$ cat config.mk
export PLATFORM = sky130hd
export DESIGN_NAME = xst_back
export DESIGN_NICKNAME = d
export VERILOG_FILES = /design/src/hdl/xst_pkg.sv /design/src/hdl/xst_back.sv
export SDC_FILE = /design/constraint.sdc
export NUM_CORES = 1
export LEC_CHECK = 0
export BUFFER_PORTS_ARGS = -buffer_cell sky130_fd_sc_hd__buf_2
export CELL_PAD_IN_SITES_DETAIL_PLACEMENT = 0
export CELL_PAD_IN_SITES_GLOBAL_PLACEMENT = 1
export CORE_UTILIZATION = 33
export DETAILED_ROUTE_END_ITERATION = 10
export PLACE_DENSITY_LB_ADDON = 0.1
export SLEW_MARGIN = 0
export SYNTH_ARGS = -nofsm -noshare
export SYNTH_HDL_FRONTEND = slang
export SYNTH_SLANG_ARGS = --single-unit
export TNS_END_PERCENT = 5
$ cat constraint.sdc
create_clock -name clk -period 10.1 [get_ports clk]
set_clock_uncertainty 0.05 [all_clocks]
set_input_delay 0.505 -clock clk [delete_from_list [all_inputs] [get_ports clk]]
set_output_delay 0.505 -clock clk [all_outputs]
set_load 0.02 [all_outputs]
$ cat src/hdl/xst_pkg.sv
`timescale 1ns / 1ps
// ----------------------------------------------------------------------------
// xst_pkg
// Shared types, constants and character helpers of the XML stream tokenizer.
// ----------------------------------------------------------------------------
package xst_pkg;

  localparam int MAX_DEPTH = 32;
  localparam int MAX_NAME  = 32;
  localparam int DEPTH_W   = $clog2(MAX_DEPTH + 1);
  localparam int CUR_W     = $clog2(MAX_NAME + 1);
  localparam int DIDX_W    = $clog2(MAX_DEPTH);
  localparam int NIDX_W    = $clog2(MAX_NAME);
  localparam int STACK_W   = DIDX_W + NIDX_W;
  localparam int QDEPTH    = 4;
  localparam int QPTR_W    = $clog2(QDEPTH);

  typedef enum logic [4:0] {
    P_START, P_PROLOG, P_CONTENT, P_LT, P_OPEN_NAME, P_SLASH, P_ATTR_START,
    P_ATTR_KEY, P_ATTR_KEY_SP, P_ATTR_EQ, P_ATTR_VALUE, P_ATTR_AFTER,
    P_CLOSE_FIRST, P_CLOSE_NAME, P_CLOSE_TAIL, P_BANG, P_COMMENT_OPEN,
    P_COMMENT, P_CDATA_OPEN, P_CDATA
  } phase_t;

  typedef enum logic [3:0] {
    EV_NAME, EV_START, EV_EMPTY, EV_CLOSE, EV_KEY, EV_VALUE, EV_ATTR,
    EV_TEXT, EV_CDATA, EV_ERROR, EV_END
  } ev_kind_t;

  typedef enum logic [2:0] {
    E_NONE, E_MALFORMED, E_UNCLOSED, E_MISMATCH, E_UNCLOSED_TAGS, E_OVERFLOW
  } err_kind_t;

  typedef struct packed {
    ev_kind_t     kind;
    logic [7:0]   data;
    logic [5:0]   depth;
    err_kind_t    err;
    logic [31:0]  pos;
  } ev_t;

  typedef struct packed {
    logic [1:0] cnt;
    ev_t        e0;
    ev_t        e1;
  } pair_t;

  function automatic logic is_space(input logic [7:0] b);
    return (b == 8'h20) || (b >= 8'd9 && b <= 8'd13);
  endfunction

  function automatic logic is_name_start(input logic [7:0] b);
    return (b >= "a" && b <= "z") || (b >= "A" && b <= "Z") || b == "_" || b == ":";
  endfunction

  function automatic logic is_name_char(input logic [7:0] b);
    return is_name_start(b) || (b >= "0" && b <= "9") || b == "-" || b == ".";
  endfunction

  function automatic logic [7:0] prolog_char(input logic [2:0] i);
    logic [7:0] c;
    unique case (i)
      3'd0:    c = "<";
      3'd1:    c = "?";
      3'd2:    c = "x";
      3'd3:    c = "m";
      default: c = "l";
    endcase
    return c;
  endfunction

  function automatic logic [7:0] cdata_char(input logic [2:0] i);
    logic [7:0] c;
    unique case (i)
      3'd0:    c = "C";
      3'd1:    c = "D";
      3'd2:    c = "A";
      3'd3:    c = "T";
      3'd4:    c = "A";
      default: c = "[";
    endcase
    return c;
  endfunction

endpackage

$ cat src/hdl/xst_back.sv
`timescale 1ns / 1ps
// ----------------------------------------------------------------------------
// xst_back
// Output stage: splits queued event pairs into single transactions.
// ----------------------------------------------------------------------------
module xst_back (
  input  logic           clk,
  input  logic           rst,
  input  xst_pkg::pair_t head,
  input  logic           empty,
  output logic           pop,
  output logic           out_valid,
  input  logic           out_stall,
  output logic [3:0]     event_kind,
  output logic [7:0]     event_byte,
  output logic [5:0]     nesting_depth,
  output logic [2:0]     error_kind,
  output logic [31:0]    byte_position,
  output logic           last_of_run
);

  logic        second;
  logic        load;
  xst_pkg::ev_t sel;

  assign load = !out_valid || !out_stall;
  assign sel  = second ? head.e1 : head.e0;
  assign pop  = load && !empty && (second || head.cnt == 2'd1);

  always_ff @(posedge clk) begin
    if (rst) begin
      out_valid <= 1'b0;
      second    <= 1'b0;
    end else if (load) begin
      out_valid <= !empty;
      if (!empty) begin
        second <= !second && (head.cnt == 2'd2);
      end
    end
  end

  always_ff @(posedge clk) begin
    if (load && !empty) begin
      event_kind    <= sel.kind;
      event_byte    <= sel.data;
      nesting_depth <= sel.depth;
      error_kind    <= sel.err;
      byte_position <= sel.pos;
      last_of_run   <= second || head.cnt == 2'd1;
    end
  end

endmodule

==> results of run 1 <==
critical path: cells and delay by family (launching register included):
family,cells,cell delay (ns)
AOI/OAI and AO/OA,2,0.84
DFF,1,0.35
buffers and inverters,1,0.15
cell usage after synthesis (all sizes together):
cell | count | share of area, %
a21oi | 2 | 0.42
buf | 6 | 2.4
dfxtp | 2 | 1.7
edfxtp | 54 | 68
mux2 | 53 | 25
mux2i | 1 | 0.42
nand2 | 1 | 0.16
nand2b | 1 | 0.26
nor2b | 1 | 0.26
o21a | 1 | 0.32
or2 | 1 | 0.26
or4b | 1 | 0.42
final timing paths:
check	slack, ns	startpoint	to	cells after the start
max	7.91	out_valid$_SDFFE_PP0P_	pop	3
min	0.34	rst	out_valid$_SDFFE_PP0P_	2
max reg2reg	8.20	out_valid$_SDFFE_PP0P_	last_of_run$_DFFE_PP_	2
min reg2reg	0.46	out_valid$_SDFFE_PP0P_	out_valid$_SDFFE_PP0P_	2
layout by cell type (no fill, tap or decap):
| cell | netlist | final |
|---|---|---|
| bufinv_16 | 0 | 1 |
| dfxtp_2 | 0 | 1 |
| mux2i_1 | 1 | 1 |
| o21a_1 | 1 | 1 |
| nand2_1 | 1 | 1 |
| or2_2 | 1 | 1 |
| a21oi_1 | 2 | 1 |
| a21oi_4 | 0 | 1 |
| edfxtp_1 | 54 | 54 |
| nand2b_1 | 1 | 1 |
| or4b_1 | 1 | 1 |
| mux2_2 | 53 | 53 |
| clkinv_1 | 0 | 2 |
| dfxtp_1 | 2 | 1 |
| clkbuf_8 | 0 | 5 |
| buf_4 | 1 | 2 |
| buf_2 | 1 | 167 |
| nor2b_1 | 1 | 1 |
power by group through the flow:
stage | sequential (mW) | clock (mW) | combinational [mW]
after detailed placement | 0.282 | 0 | 0.0834
after CTS | 0.277 | 0.146 | 0.0837
after global placement | 0.282 | 0 | 0.0832
final | 0.277 | 0.140 | 0.0822
after global routing | 0.279 | 0.153 | 0.0885
after floorplan | 0.304 | 0 | 0.0252
flip-flops by register name, indices dropped and copies added (netlist names):
register,flops
byte_position,32
event_byte,8
nesting_depth,6
event_kind,4
error_kind,3
last_of_run,1
out_valid,1
second,1
layer usage:
metal / GRT usage [%] / wire length, microns / up-vias
met3: 4.83 / 501 / 5
li1: - / - / 821
met1: 15.8 / 2080 / 743
met2: 21.6 / 2400 / 94
met5: 0 / 0 / -
met4: 3.64 / 51 / 0
final cells by class:
cell class,count,area [sq um]
Clock buffer,5,68.8
Clock inverter,3,37.5
Fill cell,633,3460
Multi-Input combinational cell,62,668
Sequential cell,56,1660
Tap cell,96,120
Timing Repair Buffer,169,851
cells by family (layout without fill, tap and decap cells):
logic type      Yosys count  in the layout  share of synthesized area [%]
flops                    56             56                           69.9
compound gates            3              3                          0.737
simple gates              5              5                           1.37
buf+inv                   6            177                           2.42
mux                      54             54                           25.5
==> metrics.cfg, run 1 <==
[clocking]
cts_resized=0
cts_htree_levels=2
ctsLongestPathBuffers=2
clk-insertion-delay-late_ns=0.30
post_cts_buffers=0
clock-root-buffer=clkbuf_8
cts_tree=built
cts.clk_slew.worst_paths_ns=0.09
cts_inserted_buffers=5
clock-sinks=56
cts_hold_buf=0

[power_and_ir_drop]
pwr-share-seq_pct=55.4
powerDensity_nw_per_um2=147
power_switching_share_pct=22.9
switching_power_mw=0.114
ir_drop_v=0.0000637
power.internal_mw=0.385
p_leak_nw=1.48
pwr-share-clk_pct=28.1
p_comb_share_pct=16.5
finalPower_mw=0.499

[route]
wl_per_cell_microns=12.9
totalWireLength_mm=5.03
drtIter0Drc=31
vias=1663
drcViolationCount=0
drtPass1Iterations=3
viasPerCell=4.25
ant_nets=0

[worst_setup_path]
cp-start-kind=register
cp.required_ns=9.55
crit_fanout=24
cp_slowest_cell=a21oi_4
arrival_ns=1.64
slowest_delay_ns=0.63
worstSetupPathType=reg2out
cp_cell_sequence=a21oi_4 > o21a_1 > buf_2
cp-end-kind=output pin

[sta]
hold_ws_ns=0.338
fmax_mhz=456
fin_tns_setup_ns=0
final.setup.worst_slack_ns=7.91
drv_slew=0
period_share_pct=21.7
relSlewSlack_pct=48.3
finalHoldViolCount=0
rsz0062_at_grt=false
worstMarginPinSlew_ns=0.773
setup_viol=0
finalCriticalPeriod_ns=2.19

[job]
max_cap_viol_count=0

[global_route]
first_global_vias=1540
grt_pass1_wl_mm=7.43
antenna_found_initial=0
grt_max_degree=57
grt_usage_pct=13.0
gr-total-overflow=0

[outcome]
status=completed

[synth]
syn_nets=236
synth_seq_cells=56
ys_seq_area_share_pct=69.9
synth_cells=124
syn_area_per_cell_sq_um=19.2
netlist_area_sq_um=2380
synth_cell_types=14
ys_warn_count=0

[die]
io_pins=168
rows=30
die_w_microns=86.9
core_sq_um=6870
die_y_microns=86.9
dieArea_sq_um=7540
start_util_pct=34.6

[layout]
design_area_sq_um=3410
final_core_util_pct=49.6
diodes=0
stdcell_count=391
drive_gt1_share_pct=78.3
syn_to_final_growth_pct=43.4
layout.nets=406

[placed_design]
io_buffers=167
dp_hpwl_mm=3.76
gp_congestion=0.674
post-place-ws_ns=7.87
post-place-cells=383
dpl_cell_area_sq_um=3300

[worst_hold_path]
hp-class=in2reg

(Power assumes the default switching activity.)
==> inputs of run 2 (changes only) <==
--- a/config.mk
+++ b/config.mk
@@ -8,7 +8,7 @@
 export BUFFER_PORTS_ARGS = -buffer_cell sky130_fd_sc_hd__buf_2
 export CELL_PAD_IN_SITES_DETAIL_PLACEMENT = 0
 export CELL_PAD_IN_SITES_GLOBAL_PLACEMENT = 1
-export CORE_UTILIZATION = 33
+export CORE_UTILIZATION = 31
 export DETAILED_ROUTE_END_ITERATION = 10
 export PLACE_DENSITY_LB_ADDON = 0.1
 export SLEW_MARGIN = 0
==> constraint.sdc (replaced) <==
create_clock -name clk -period 2.2 [get_ports clk]
set_clock_uncertainty 0.05 [all_clocks]
set_input_delay 0.11 -clock clk [delete_from_list [all_inputs] [get_ports clk]]
set_output_delay 0.11 -clock clk [all_outputs]
set_load 0.02 [all_outputs]
==> run 2 against run 1 <==
Effect of this change:
- flip-flop and latch count stayed put
- power grew to 4.4 times the previous value
- clock power increased to 3.8 times the previous value
- worst hold slack worse by 0.31 ns
- via count grew 3.2%
- core utilization is 2.5 points lower
- global-route usage shrank 0.47 points
- critical path depth unchanged
- wire length rose by 4.9%
- register-to-register slack worse by 7.6 ns
- largest cell class unchanged
- highest routed layer unchanged
==> metrics.cfg, run 2 (synthesis gave the netlist of run 1 again) <==
[outcome]
status=completed

[placed_design]
dp_hpwl_mm=3.95
post-place-ws_ns=0.539
io_buffers=167
gp_congestion=0.658

[die]
die_y_microns=89.5
core_sq_um=7330
die_w_microns=89.5
dieArea_sq_um=8020
io_pins=168
start_util_pct=32.4
rows=31

[route]
ant_nets=0
dr_wl_met2_mm=2.70
drtIter0Drc=85
totalWireLength_mm=5.28
met1_length_mm=2.03
vias=1716
drtPass1Iterations=4
wl_met3_microns=497
wl_per_cell_microns=13.3
viasPerCell=4.32
top_layer=met4
drcViolationCount=0

[clocking]
cts_tree=built
clock-sinks=56
ctsLongestPathBuffers=2
post_cts_buffers=0
cts_htree_levels=2
clk-insertion-delay-late_ns=0.30
cts_inserted_buffers=5
clock-root-buffer=clkbuf_8
cts_resized=0
cts.clk_slew.worst_paths_ns=0.09

[worst_setup_path]
worstSetupPathType=reg2out
cp-end-kind=output pin
arrival_ns=1.56
cp-start-kind=register
crit_buf_inv=2
crit_start=second$_SDFFE_PP0P_
slowest_delay_ns=0.70
cp_cell_sequence=buf_12 > o21a_1 > buf_2
cp_slowest_cell=dfxtp_2
cp.required_ns=2.04
critical_path.top_delay_family=flip-flops
crit_fanout=27
crit-reg2reg-launch=second$_SDFFE_PP0P_

[layout]
diodes=0
largest_reg_flops=32
top_regs=byte_position x32, event_byte x8, nesting_depth x6
final_core_util_pct=47.1
drive_gt1_share_pct=77.9
top_register=byte_position
final_common_cell=buf_2
layout.nets=410
syn_to_final_growth_pct=45.4
mostFrequentLayoutCells=167 x buf_2, 54 x edfxtp_1, 53 x mux2_2

[sta]
finalCriticalPeriod_ns=1.72
fin_tns_setup_ns=0
drv_slew=0
final.setup.worst_slack_ns=0.477
worstMarginPinSlew_ns=0.562
hold_ws_ns=0.0301
finalHoldViolCount=0
relSlewSlack_pct=62.6
fmax_mhz=580
rsz0062_at_grt=false
period_share_pct=78.3
setup_viol=0

[global_route]
gr-total-overflow=0
first_global_vias=1603
grt_max_degree=28
grt_pass1_wl_mm=7.32
grt_usage_pct=12.5
antenna_found_initial=0

[worst_hold_path]
hp-class=in2reg
worstHoldStart=head[106]

[job]
max_cap_viol_count=0

[power_and_ir_drop]
p_leak_nw=1.49
ir_drop_v=0.000272
powerDensity_nw_per_um2=636

==> run 2: cell count changes in the layout (fill, tap and decap cells not counted) <==
| cell | delta |
|---|---|
| bufinv_16 | -1 |
| clkbuf_1 | +2 |
| dlygate4sd3_1 | +2 |
| buf_12 | +3 |
| clkinv_1 | -2 |
| buf_4 | -1 |
==> run 2: path summary, 6_finish.rpt <==
kind | end | slack [ns] | cells after the start
worst max-delay path | pop | 0.48 | 3
worst min-delay path | second$_SDFFE_PP0P_ | 0.03 | 3
worst min register to register | event_byte[6]$_DFFE_PP_ | 0.70 | 1
worst max register to register | byte_position[27]$_DFFE_PP_ | 0.58 | 2
==> run 2: power breakdown <==
| part | total, mW | switching, mW | internal, mW |
|---|---|---|---|
| logic | 0.386 | 0.193 | 0.193 |
| registers | 1.28 | 0.0221 | 1.26 |
| clock network | 0.533 | 0.312 | 0.221 |
| total | 2.20 | 0.527 | 1.67 |
==> run 2: per-stage QoR <==
step,instance area (sq um),instances,power (mW)
global route,3450,397,2.30
finish,3450,397,2.20
floorplan,2390,124,1.51
global placement,3360,388,1.69
CTS,3450,397,2.23
detailed placement,3360,388,1.69
==> run 2: layout make-up <==
| type | instances | area [sq um] |
|---|---|---|
| fillers | 699 | 3880 |
| flip-flops and latches | 56 | 1660 |
| repair buffers | 173 | 923 |
| multi-input cells | 62 | 668 |
| well taps | 99 | 124 |
| clock buffers | 7 | 76.3 |
==> run 2: what timing repair did <==
item	in CTS	in global routing
hold buffers	2	0
endpoints found under the setup margin	0	0
hold endpoints to repair	1	0
==> run 2: worst reg2reg max path: cells and delay by family (launching register included) <==
| kind | cells | cell delay, ns |
|---|---|---|
| flip-flops | 1 | 0.70 |
| multiplexers | 1 | 0.35 |
| buffers and inverters | 1 | 0.29 |
==> run 2: per-layer routing <==
layer	track usage, %	vias up
met4	4.76	0
met2	21.3	97
met1	14.1	787
met3	4.89	6
met5	0	-
li1	-	826
