<file path="config.mk">
export PLATFORM = sky130hd
export DESIGN_NAME = xst_queue
export DESIGN_NICKNAME = d
export VERILOG_FILES = /design/src/hdl/xst_pkg.sv /design/src/hdl/xst_queue.sv
export SDC_FILE = /design/constraint.sdc
export NUM_CORES = 1
export LEC_CHECK = 0
export ABC_AREA = 1
export BUFFER_PORTS_ARGS = -buffer_cell sky130_fd_sc_hd__buf_2
export CAP_MARGIN = 15
export CORE_MARGIN = 2
export CORE_UTILIZATION = 60
export CTS_CLUSTER_DIAMETER = 150
export CTS_CLUSTER_SIZE = 24
export DETAILED_ROUTE_END_ITERATION = 10
export GPL_ROUTABILITY_DRIVEN = 0
export PLACE_DENSITY = 0.83
export SLEW_MARGIN = 15
export SYNTH_ARGS = -nofsm -noshare
export SYNTH_HDL_FRONTEND = slang
export SYNTH_SLANG_ARGS = --single-unit
export TNS_END_PERCENT = 1
</file>
<file path="constraint.sdc">
create_clock -name clk -period 8.6 [get_ports clk]
set_clock_uncertainty 0.15 [all_clocks]
set_input_delay 1.72 -clock clk [delete_from_list [all_inputs] [get_ports clk]]
set_output_delay 1.72 -clock clk [all_outputs]
set_load 0.02 [all_outputs]
</file>
<file path="src/hdl/xst_pkg.sv">
`timescale 1ns / 1ps
// ----------------------------------------------------------------------------
// xst_pkg
// Shared types, constants and character helpers of the XML stream tokenizer.
// ----------------------------------------------------------------------------
package xst_pkg;

  localparam int MAX_DEPTH = 32;
  localparam int MAX_NAME  = 32;
  localparam int DEPTH_W   = $clog2(MAX_DEPTH + 1);
  localparam int CUR_W     = $clog2(MAX_NAME + 1);
  localparam int DIDX_W    = $clog2(MAX_DEPTH);
  localparam int NIDX_W    = $clog2(MAX_NAME);
  localparam int STACK_W   = DIDX_W + NIDX_W;
  localparam int QDEPTH    = 4;
  localparam int QPTR_W    = $clog2(QDEPTH);

  typedef enum logic [4:0] {
    P_START, P_PROLOG, P_CONTENT, P_LT, P_OPEN_NAME, P_SLASH, P_ATTR_START,
    P_ATTR_KEY, P_ATTR_KEY_SP, P_ATTR_EQ, P_ATTR_VALUE, P_ATTR_AFTER,
    P_CLOSE_FIRST, P_CLOSE_NAME, P_CLOSE_TAIL, P_BANG, P_COMMENT_OPEN,
    P_COMMENT, P_CDATA_OPEN, P_CDATA
  } phase_t;

  typedef enum logic [3:0] {
    EV_NAME, EV_START, EV_EMPTY, EV_CLOSE, EV_KEY, EV_VALUE, EV_ATTR,
    EV_TEXT, EV_CDATA, EV_ERROR, EV_END
  } ev_kind_t;

  typedef enum logic [2:0] {
    E_NONE, E_MALFORMED, E_UNCLOSED, E_MISMATCH, E_UNCLOSED_TAGS, E_OVERFLOW
  } err_kind_t;

  typedef struct packed {
    ev_kind_t     kind;
    logic [7:0]   data;
    logic [5:0]   depth;
    err_kind_t    err;
    logic [31:0]  pos;
  } ev_t;

  typedef struct packed {
    logic [1:0] cnt;
    ev_t        e0;
    ev_t        e1;
  } pair_t;

  function automatic logic is_space(input logic [7:0] b);
    return (b == 8'h20) || (b >= 8'd9 && b <= 8'd13);
  endfunction

  function automatic logic is_name_start(input logic [7:0] b);
    return (b >= "a" && b <= "z") || (b >= "A" && b <= "Z") || b == "_" || b == ":";
  endfunction

  function automatic logic is_name_char(input logic [7:0] b);
    return is_name_start(b) || (b >= "0" && b <= "9") || b == "-" || b == ".";
  endfunction

  function automatic logic [7:0] prolog_char(input logic [2:0] i);
    logic [7:0] c;
    unique case (i)
      3'd0:    c = "<";
      3'd1:    c = "?";
      3'd2:    c = "x";
      3'd3:    c = "m";
      default: c = "l";
    endcase
    return c;
  endfunction

  function automatic logic [7:0] cdata_char(input logic [2:0] i);
    logic [7:0] c;
    unique case (i)
      3'd0:    c = "C";
      3'd1:    c = "D";
      3'd2:    c = "A";
      3'd3:    c = "T";
      3'd4:    c = "A";
      default: c = "[";
    endcase
    return c;
  endfunction

endpackage

</file>
<file path="src/hdl/xst_queue.sv">
`timescale 1ns / 1ps
// ----------------------------------------------------------------------------
// xst_queue
// Short FIFO of event pairs between scanner and output stage.
// ----------------------------------------------------------------------------
module xst_queue (
  input  logic           clk,
  input  logic           rst,
  input  logic           push,
  input  xst_pkg::pair_t wdata,
  input  logic           pop,
  output xst_pkg::pair_t head,
  output logic           full,
  output logic           empty
);

  xst_pkg::pair_t mem [xst_pkg::QDEPTH];
  logic [xst_pkg::QPTR_W-1:0] wptr, rptr;
  logic [xst_pkg::QPTR_W:0]   count;

  assign full  = (count == (xst_pkg::QPTR_W + 1)'(xst_pkg::QDEPTH));
  assign empty = (count == '0);
  assign head  = mem[rptr];

  always_ff @(posedge clk) begin
    if (rst) begin
      wptr  <= '0;
      rptr  <= '0;
      count <= '0;
    end else begin
      if (push) begin
        wptr <= wptr + xst_pkg::QPTR_W'(1);
      end
      if (pop) begin
        rptr <= rptr + xst_pkg::QPTR_W'(1);
      end
      if (push && !pop) begin
        count <= count + (xst_pkg::QPTR_W + 1)'(1);
      end else if (pop && !push) begin
        count <= count - (xst_pkg::QPTR_W + 1)'(1);
      end
    end
  end

  always_ff @(posedge clk) begin
    if (push) begin
      mem[wptr] <= wdata;
    end
  end

endmodule

</file>
==> implementation parameters, run 1 <==
Parameter                              Value

Placed design
  DP Wirelength    18100 um
  Standard cell area after detailed placement    0.0176 mm2
  Number of buffer cells added on primary ports    221
  Place WS    3.82 ns
  Number of instances in the placed design    1602

GRT
  Largest net degree at the start of global routing    217
  Global routing usage summed across all routing layers    22.0%
  Global-route wire length before repair    49100 um
  Via count of the first global-routing pass    9322
  Antenna violations before repair    5
  Grt ovf    0

Route
  # DRC    0
  Routed wire per std cell    19.8 um
  Antenna violation net count after detailed routing    0
  WL final    32500 um
  DR vias/cell    5.93
  DRC marker count from the first detailed-route iteration    1128
  DR vias    9701
  Number of search-and-repair iterations in the first detailed-routing pass    5

CTS
  CTS buffer count    22
  Clock slew at reported path FFs    0.09 ns
  Sinks on the clock net    441
  Cells resized by post-CTS repair    0
  Max H-tree Level    1
  Clock tree root driver cell    sky130_fd_sc_hd__clkbuf_16
  Clock Latency Late Sink    0.53 ns
  Maximum root-to-sink buffer count    3
  Number of hold buffers added after cts    0
  Clock tree from TritonCTS    built
  Setup repair bufs after CTS    0

Pwr
  Static Leakage    6.27 nW
  Peak supply drop    227 uV
  Power per standard cell area    222 mW/mm2

Timing
  Min setup slack post-route    3.35 ns
  Headroom to the max-slew limit    16.9%
  Slew at the pin closest to its max-slew limit    1.25 ns
  Tcrit/Tclk final    61.0%
  Setup-failing EPs final    0
  Final hold violations    0
  Max-slew violation total from the final report    0
  Unrepaired setup endpoints after global routing    no
  Total negative setup slack    0 ns
  Fin crit period    5.25 ns
  Top achievable clock speed    190 MHz

Floorplan
  Initial Utilization    61.0%
  Overall die height    170 um
  Die outline area    0.0287 mm2
  Top-level I/O count    222
  Core Footprint    0.0270 mm2
  Std cell rows    60
  Chip Width    170 um

Synth
  Number of distinct library cells after synthesis    24
  Prevailing post-synth register cell    sky130_fd_sc_hd__edfxtp_1
  Most frequent cell after synthesis    sky130_fd_sc_hd__edfxtp_1
  FFs w/ async S/R, synth    0%
  Area leader, netlist    sky130_fd_sc_hd__edfxtp_1
  Warnings from Yosys    0
  Register bit count reported by yosys    441
  Post-Syn Instances    1102
  Area of the mapped netlist    0.0164 mm2
  Count of flip-flops with a built-in enable after synthesis    432
  Synth Net Count    1220
  Portion of the post-synthesis area used by sequential elements    80.0%
  Top post-synthesis cells by count    sky130_fd_sc_hd__edfxtp_1, sky130_fd_sc_hd__nor2_1, sky130_fd_sc_hd__o21ai_0
  Synthesized area per cell    14.9 um2
  Area share of the largest cell type after synthesis    78.9%
  Main area contributors after synthesis    sky130_fd_sc_hd__edfxtp_1, sky130_fd_sc_hd__o21ai_0, sky130_fd_sc_hd__nor2_1

Setup path
  Max FO, Critical Path    112
  Crit path required time    6.73 ns
  Cell-by-cell trace of the critical path    buf_4, o21ai_0, o22ai_1, buf_2
  CP Data Arrival Time    3.38 ns
  Number of buffers and inverters on the critical path    2
  Critical setup path kind    flip-flop to primary output
  Cell family with most CP delay    buffers and inverters
  Endpoint type of the worst setup path    primary output
  Max incr delay on CP    1.04 ns
  Worst Setup Start Kind    flip-flop
  Cell with the largest stage delay on the worst path    sky130_fd_sc_hd__dfxtp_4

Cells and area
  Final std cells w/o fill    1637
  Number of fillers in the final layout    1766
  Area delta synth->final    11.0%
  Fraction of final layout cells with drive strength greater than 1    20.2%
  Fin area    0.0182 mm2
  Post-layout net count    1403

Status
  Run status    complete, no violations

Hold path
  Path category of the worst min-delay check    flip-flop to flip-flop

Job
  Max-Cap Viols    0
==> sequential cells by signal, summed over array words and instances (netlist names), named ones only <==
register,count
rptr,2
wptr,2
count,3
mem,432
==> report_power, final <==
part / leakage, nW / switching [mW] / internal [mW] / total [mW]
logic: 1.93 / 0.321 / 0.130 / 0.451
registers: 4.04 / 0.0347 / 2.45 / 2.49
clock network: 0.300 / 0.608 / 0.497 / 1.10
==> through the flow <==
| step | power, mW | utilization (%) | hold WS [ns] |
|---|---|---|---|
| 2_1_floorplan | 2.82 | - | 0.262 |
| 3_3_place_gp | 2.97 | 65.3 | 0.265 |
| 3_5_place_dp | 2.99 | 65.3 | 0.271 |
| 4_1_cts | 4.07 | 67.7 | 0.288 |
| 5_1_grt | 4.18 | 67.7 | 0.319 |
| 6_report | 4.05 | 67.7 | 0.289 |
==> layer usage <==
metal  track usage, %  up-vias  wire, um  part of all wire (%)
met1             29.6     4780     13200                    41
met4             5.50        4       632                   1.9
li1                 -     4500         -                     -
met2             36.9      365     16000                    49
met3             5.04       52      2590                   8.0
met5                0        -        29                 0.089
==> area by class of cell <==
cell class	instances	area (um2)	area share, %
clock inverter	1	16.3	0.0892
multi-input combinational	574	2780	15.2
timing repair buffer	229	1170	6.39
antenna	3	7.51	0.0412
tap	341	427	2.34
clock buffer	31	606	3.32
inverter	17	82.6	0.453
sequential	441	13200	72.1
==> path summary, 6_finish.rpt <==
| check | startpoint | endpoint | slack [ns] | cells after the start |
|---|---|---|---|---|
| worst max-delay path | flip-flop | head[22] | 3.35 | 4 |
| worst min register to register | rptr[1]$_SDFFE_PP0P_ | flip-flop | 0.29 | 1 |
| worst max register to register | wptr[0]$_SDFFE_PP0P_ | mem[2][67]$_DFFE_PP_ | 5.94 | 5 |
| worst min-delay path | rptr[1]$_SDFFE_PP0P_ | flip-flop | 0.29 | 1 |
==> placed cells by master (no fill, tap or decap), types with 5 or more instances in the layout <==
master,n
sky130_fd_sc_hd__nand2_1,9
sky130_fd_sc_hd__dfxtp_1,7
sky130_fd_sc_hd__clkbuf_1,8
sky130_fd_sc_hd__inv_1,11
sky130_fd_sc_hd__o21ai_0,184
sky130_fd_sc_hd__ha_1,5
sky130_fd_sc_hd__edfxtp_1,432
sky130_fd_sc_hd__o21ai_1,37
sky130_fd_sc_hd__nor2_1,222
sky130_fd_sc_hd__o22ai_1,108
sky130_fd_sc_hd__clkbuf_16,23
sky130_fd_sc_hd__buf_2,221
sky130_fd_sc_hd__buf_4,8
==> worst register-to-register path, delay by kind of cell, from the launching register on <==
family,cells,cell delay (ns)
simple gates,1,0.08
flops,1,0.34
fa+ha+maj,1,0.16
buf+inv,3,1.39
==> cells by family (layout without fill, tap and decap cells) <==
| family | after synthesis | in the layout | share of synthesized area [%] |
|---|---|---|---|
| other cells | 0 | 3 | 0 |
| fa+ha+maj | 6 | 6 | 0.502 |
| xor+xnor | 1 | 1 | 0.0533 |
| simple gates | 235 | 235 | 5.41 |
| compound gates | 332 | 332 | 10.9 |
| buf+inv | 87 | 278 | 3.08 |
| flops | 441 | 441 | 80.0 |
(Power assumes the default switching activity.)
==> inputs of run 2 (changes only) <==
--- a/config.mk
+++ b/config.mk
@@ -9,12 +9,12 @@
 export BUFFER_PORTS_ARGS = -buffer_cell sky130_fd_sc_hd__buf_2
 export CAP_MARGIN = 15
 export CORE_MARGIN = 2
-export CORE_UTILIZATION = 60
+export CORE_UTILIZATION = 52
 export CTS_CLUSTER_DIAMETER = 150
 export CTS_CLUSTER_SIZE = 24
 export DETAILED_ROUTE_END_ITERATION = 10
 export GPL_ROUTABILITY_DRIVEN = 0
-export PLACE_DENSITY = 0.83
+export PLACE_DENSITY = 0.76
 export SLEW_MARGIN = 15
 export SYNTH_ARGS = -nofsm -noshare
 export SYNTH_HDL_FRONTEND = slang
==> constraint.sdc (replaced) <==
create_clock -name clk -period 4.7 [get_ports clk]
set_clock_uncertainty 0.15 [all_clocks]
set_input_delay 0.94 -clock clk [delete_from_list [all_inputs] [get_ports clk]]
set_output_delay 0.94 -clock clk [all_outputs]
set_load 0.02 [all_outputs]
==> implementation parameters, run 2 (synthesized netlist as in run 1, its figures left out) <==
Parameter                              Value

Route
  Number of search-and-repair iterations in the first detailed-routing pass    5
  DR vias    9624
  DRC marker count from the first detailed-route iteration    861
  WL final    33000 um
  # DRC    0
  DR vias/cell    5.64
  Antenna violation net count after detailed routing    0
  Routed wire per std cell    19.3 um

Status
  Run status    complete, no violations

CTS
  Clock tree from TritonCTS    built
  Clock slew at reported path FFs    0.09 ns
  Maximum root-to-sink buffer count    3
  Cells resized by post-CTS repair    0
  Clock tree root driver cell    sky130_fd_sc_hd__clkbuf_16
  CTS buffer count    22
  Setup repair bufs after CTS    0
  Max H-tree Level    1
  Clock Latency Late Sink    0.54 ns
  Sinks on the clock net    441
  Number of hold buffers added after cts    0

Setup path
  Crit path required time    3.61 ns
  CP Capture Point    head[27]
  Critical setup path kind    flip-flop to primary output
  Endpoint type of the worst setup path    primary output
  Register-to-Register Setup Slack    2.47 ns
  Worst reg2reg path endpoint    mem[2][87]$_DFFE_PP_
  CP Data Arrival Time    2.64 ns
  Reg2reg start    wptr[0]$_SDFFE_PP0P_
  Worst Setup Start Kind    flip-flop
  Number of cells traversed by the worst register-to-register path    5
  Max FO, Critical Path    94

Floorplan
  Std cell rows    65
  Die outline area    0.0330 mm2
  Overall die height    182 um
  Initial Utilization    52.5%
  Top-level I/O count    222
  Core Footprint    0.0313 mm2
  Chip Width    182 um

GRT
  Global-route wire length before repair    50600 um
  Largest net degree at the start of global routing    109
  Highest-utilization routing layer at the global route stage    met2
  Grt met1 use    28.2%
  Global routing usage summed across all routing layers    19.7%
  Met3 Usage GRT    4.53%
  Grt ovf    0
  GRT met2 Usage    31.2%
  Via count of the first global-routing pass    9285
  Antenna violations before repair    6

Job
  Max-Cap Viols    0

Pwr
  Power per standard cell area    402 mW/mm2
  Peak supply drop    326 uV
  Static Leakage    6.32 nW

Cells and area
  Fraction of final layout cells with drive strength greater than 1    20.6%
  Area delta synth->final    12.1%
  Post-layout net count    1409
  Commonest non-fill, non-tap cell in the layout    sky130_fd_sc_hd__edfxtp_1
  Largest registers in the final layout    mem x432, count x3
  Highest-count cells in the layout ignoring fill and taps    sky130_fd_sc_hd__edfxtp_1, sky130_fd_sc_hd__nor2_1, sky130_fd_sc_hd__buf_2, sky130_fd_sc_hd__o21ai_0, sky130_fd_sc_hd__o22ai_1
  Register with the highest flop count    mem
  Post-Route Utilization    58.9%
  Fin area    0.0184 mm2
  Max reg flops    432

Timing
  Slew at the pin closest to its max-slew limit    1.05 ns
  Top achievable clock speed    268 MHz
  Min Hold Slack    0.301 ns
  Setup-failing EPs final    0
  Fin crit period    3.73 ns
  Tcrit/Tclk final    79.3%
  Final hold violations    0
  Unrepaired setup endpoints after global routing    no
  Total negative setup slack    0 ns
  Min setup slack post-route    0.973 ns
  Headroom to the max-slew limit    29.9%
  Max-slew violation total from the final report    0

Placed design
  Number of buffer cells added on primary ports    221
  Place WS    1.59 ns
  Standard cell area after detailed placement    0.0178 mm2
  DP Wirelength    18700 um

Hold path
  Path category of the worst min-delay check    flip-flop to flip-flop
-- run 2: cell count changes in the layout (fill, tap and decap cells not counted), sizes merged --
cell,delta
buf,+6
diode,+2
-- run 2: cell type report --
type | instances | area [um2]
sequential | 441 | 13200
multi-input combinational | 574 | 2780
timing repair buffer | 235 | 1270
clock buffer | 31 | 606
clock inverter | 1 | 16.3
antenna | 5 | 12.5
tap | 402 | 503
inverter | 17 | 82.6
fill | 2406 | 12900
-- run 2: critical path, cell delays in order (launching register included) --
cell and delay (ns):
sky130_fd_sc_hd__dfxtp_4 0.45, sky130_fd_sc_hd__buf_4 0.81, sky130_fd_sc_hd__o21ai_0 0.22, sky130_fd_sc_hd__o22ai_1 0.31
sky130_fd_sc_hd__buf_2 0.23
-- run 2: worst min path at each step --
stage,start,endpoint,slack (ns),cells past startpoint
2_1_floorplan,rptr[1]$_SDFFE_PP0P_,flip-flop,0.26,1
3_3_place_gp,rptr[1]$_SDFFE_PP0P_,flip-flop,0.28,1
3_5_place_dp,rptr[1]$_SDFFE_PP0P_,flip-flop,0.28,1
4_1_cts,rptr[1]$_SDFFE_PP0P_,flip-flop,0.30,1
5_1_grt,rptr[1]$_SDFFE_PP0P_,flip-flop,0.33,1
6_report,rptr[1]$_SDFFE_PP0P_,flip-flop,0.30,1
-- run 2: routing by layer --
metal  wire length (um)  share of wire, %  vias to the layer above
met2              15400                47                      345
met4                616               1.9                        4
met5                 29             0.088                        -
met1              14100                43                     4732
met3               2760               8.4                       36
li1                   -                 -                     4507
-- run 2: through the flow --
stage,std cells,total power [mW]
6_report,1706,7.41
5_1_grt,1703,7.69
4_1_cts,1701,7.47
3_5_place_dp,1669,5.48
3_3_place_gp,1669,5.46
2_1_floorplan,1102,5.16
-- run 2: report_power, final --
group | internal (mW) | switching (mW)
registers | 4.49 | 0.0459
clock network | 0.908 | 1.12
logic | 0.248 | 0.604
total | 5.64 | 1.77
==> inputs of run 3 (changes only) <==
==> constraint.sdc (replaced) <==
create_clock -name clk -period 3.1 [get_ports clk]
set_clock_uncertainty 0.15 [all_clocks]
set_input_delay 0.62 -clock clk [delete_from_list [all_inputs] [get_ports clk]]
set_output_delay 0.62 -clock clk [all_outputs]
set_load 0.02 [all_outputs]
==> implementation parameters, run 3 (synthesized netlist as in run 1, its figures left out) <==
Parameter                              Value

Status
  Run status    complete, no violations

Pwr
  Fraction of power consumed by combinational cells    11.9%
  Net switching power of the design    2.76 mW
  Clock power frac    27.6%
  Power per standard cell area    608 mW/mm2
  Peak supply drop    475 uV
  Internal power of the cells    8.58 mW
  Static Leakage    6.41 nW
  Part of the power in registers    60.5%
  Proportion of total power due to net switching    24.4%

Timing
  Unrepaired setup endpoints after global routing    no
  Min setup slack post-route    0.103 ns
  Headroom to the max-slew limit    53.4%
  Max-slew violation total from the final report    0
  Total negative setup slack    0 ns
  Top achievable clock speed    334 MHz
  Fin crit period    3.00 ns
  Slew at the pin closest to its max-slew limit    0.699 ns
  Tcrit/Tclk final    96.7%
  Setup-failing EPs final    0
  Final hold violations    0

Placed design
  Place WS    0.676 ns
  DP Wirelength    19100 um
  Standard cell area after detailed placement    0.0180 mm2
  Number of buffer cells added on primary ports    221

Cells and area
  Register with the highest flop count    mem
  Area of the multi-input gates    0.00278 mm2
  Number of fillers in the final layout    2338
  Fraction of final layout cells with drive strength greater than 1    21.0%
  Combined flip-flop and latch cell area    0.0132 mm2
  Largest registers in the final layout    mem x432, count x3
  Commonest non-fill, non-tap cell in the layout    sky130_fd_sc_hd__edfxtp_1
  Max reg flops    432
  Fin area    0.0187 mm2
  Area delta synth->final    13.5%
  Post-layout net count    1419
  Highest-count cells in the layout ignoring fill and taps    sky130_fd_sc_hd__edfxtp_1, sky130_fd_sc_hd__nor2_1, sky130_fd_sc_hd__buf_2, sky130_fd_sc_hd__o21ai_0, sky130_fd_sc_hd__o22ai_1

Floorplan
  Top-level I/O count    222
  Overall die height    182 um
  Initial Utilization    52.5%
  Std cell rows    65
  Die outline area    0.0330 mm2
  Chip Width    182 um
  Core Footprint    0.0313 mm2

GRT
  Global-route wire length before repair    51200 um
  Antenna violations before repair    5
  Grt ovf    0
  Global routing usage summed across all routing layers    19.9%
  Via count of the first global-routing pass    9463
  Largest net degree at the start of global routing    153

Route
  Antenna violation net count after detailed routing    0
  Routed wire per std cell    19.5 um
  # DRC    0
  DR vias    9740
  Number of search-and-repair iterations in the first detailed-routing pass    5
  DRC marker count from the first detailed-route iteration    928
  WL final    33700 um
  DR vias/cell    5.65

Setup path
  Max FO, Critical Path    152
  Number of cells traversed by the worst register-to-register path    5
  Crit path required time    2.33 ns
  Critical setup path kind    flip-flop to primary output
  Endpoint type of the worst setup path    primary output
  Worst Setup Start Kind    flip-flop
  CP Data Arrival Time    2.23 ns

Hold path
  Path category of the worst min-delay check    input pin to flip-flop
  Hold path cells    2

CTS
  Max H-tree Level    1
  Clock tree from TritonCTS    built
  Maximum root-to-sink buffer count    3
  Clock tree root driver cell    sky130_fd_sc_hd__clkbuf_16
  CTS buffer count    22
  Sinks on the clock net    441
  Clock slew at reported path FFs    0.10 ns
  Clock Latency Late Sink    0.55 ns

Job
  Max-Cap Viols    0
-- run 3: cell count changes in the layout (fill, tap and decap cells not counted), sizes merged --
cell | previous run | this run
buf | 235 | 245
inv | 17 | 15
clkinv | 1 | 3
clkbuf | 31 | 38
clkinvlp | 0 | 1
-- run 3: cell type report --
cell class / instances / share of cell area, %
inverter: 17 / 0.476
sequential: 441 / 70.6
antenna: 5 / 0.0671
clock buffer: 38 / 3.27
clock inverter: 2 / 0.174
timing repair buffer: 245 / 7.87
tap: 402 / 2.70
multi-input combinational: 574 / 14.9
-- run 3: what timing repair did --
action                                  4_1_cts  5_1_grt
buffers inserted                              0        0
gates resized for setup                       0        2
endpoints found under the setup margin        0        2
hold buffers                                  0        0
-- run 3: power groups by stage --
stage / registers [mW] / clock network (mW) / logic, mW
after floorplan: 7.01 / 0 / 0.822
after global placement: 6.99 / 0 / 1.32
after detailed placement: 7.00 / 0 / 1.35
after CTS: 6.86 / 3.21 / 1.36
after global routing: 6.88 / 3.43 / 1.46
final: 6.86 / 3.13 / 1.35
-- run 3: metal layers --
metal	wire (um)	track usage (%)	vias to the layer above
met2	16500	32.7	331
met3	2830	4.69	50
met1	13700	27.0	4804
met4	612	5.33	4
li1	-	-	4551
met5	24	0	-
-- run 3: worst paths after layout --
| kind | from | endpoint | slack (ns) |
|---|---|---|---|
| worst max-delay path | flip-flop | head[2] | 0.10 |
| worst min-delay path | rst | count[0]$_SDFFE_PP0P_ | 0.07 |
| worst max register to register | wptr[0]$_SDFFE_PP0P_ | mem[2][8]$_DFFE_PP_ | 0.95 |
| worst min register to register | rptr[1]$_SDFFE_PP0P_ | flip-flop | 0.30 |
-- run 3: worst max-delay path, cell delays in order, from the launching register on --
cell                      delay, ns
sky130_fd_sc_hd__dfxtp_4       0.42
sky130_fd_sc_hd__buf_16        0.37
sky130_fd_sc_hd__o21ai_0       0.19
sky130_fd_sc_hd__o22ai_1       0.26
sky130_fd_sc_hd__buf_2         0.22
-- run 3: through the flow --
stage	util (%)	hold WS (ns)	cells	power (mW)
finish	59.6	0.0699	1724	11.3
global route	59.5	0.0451	1721	11.8
CTS	59.5	0.0474	1719	11.4
detailed placement	57.4	0.276	1679	8.35
global placement	57.4	0.270	1679	8.31
floorplan	-	0.262	1102	7.83
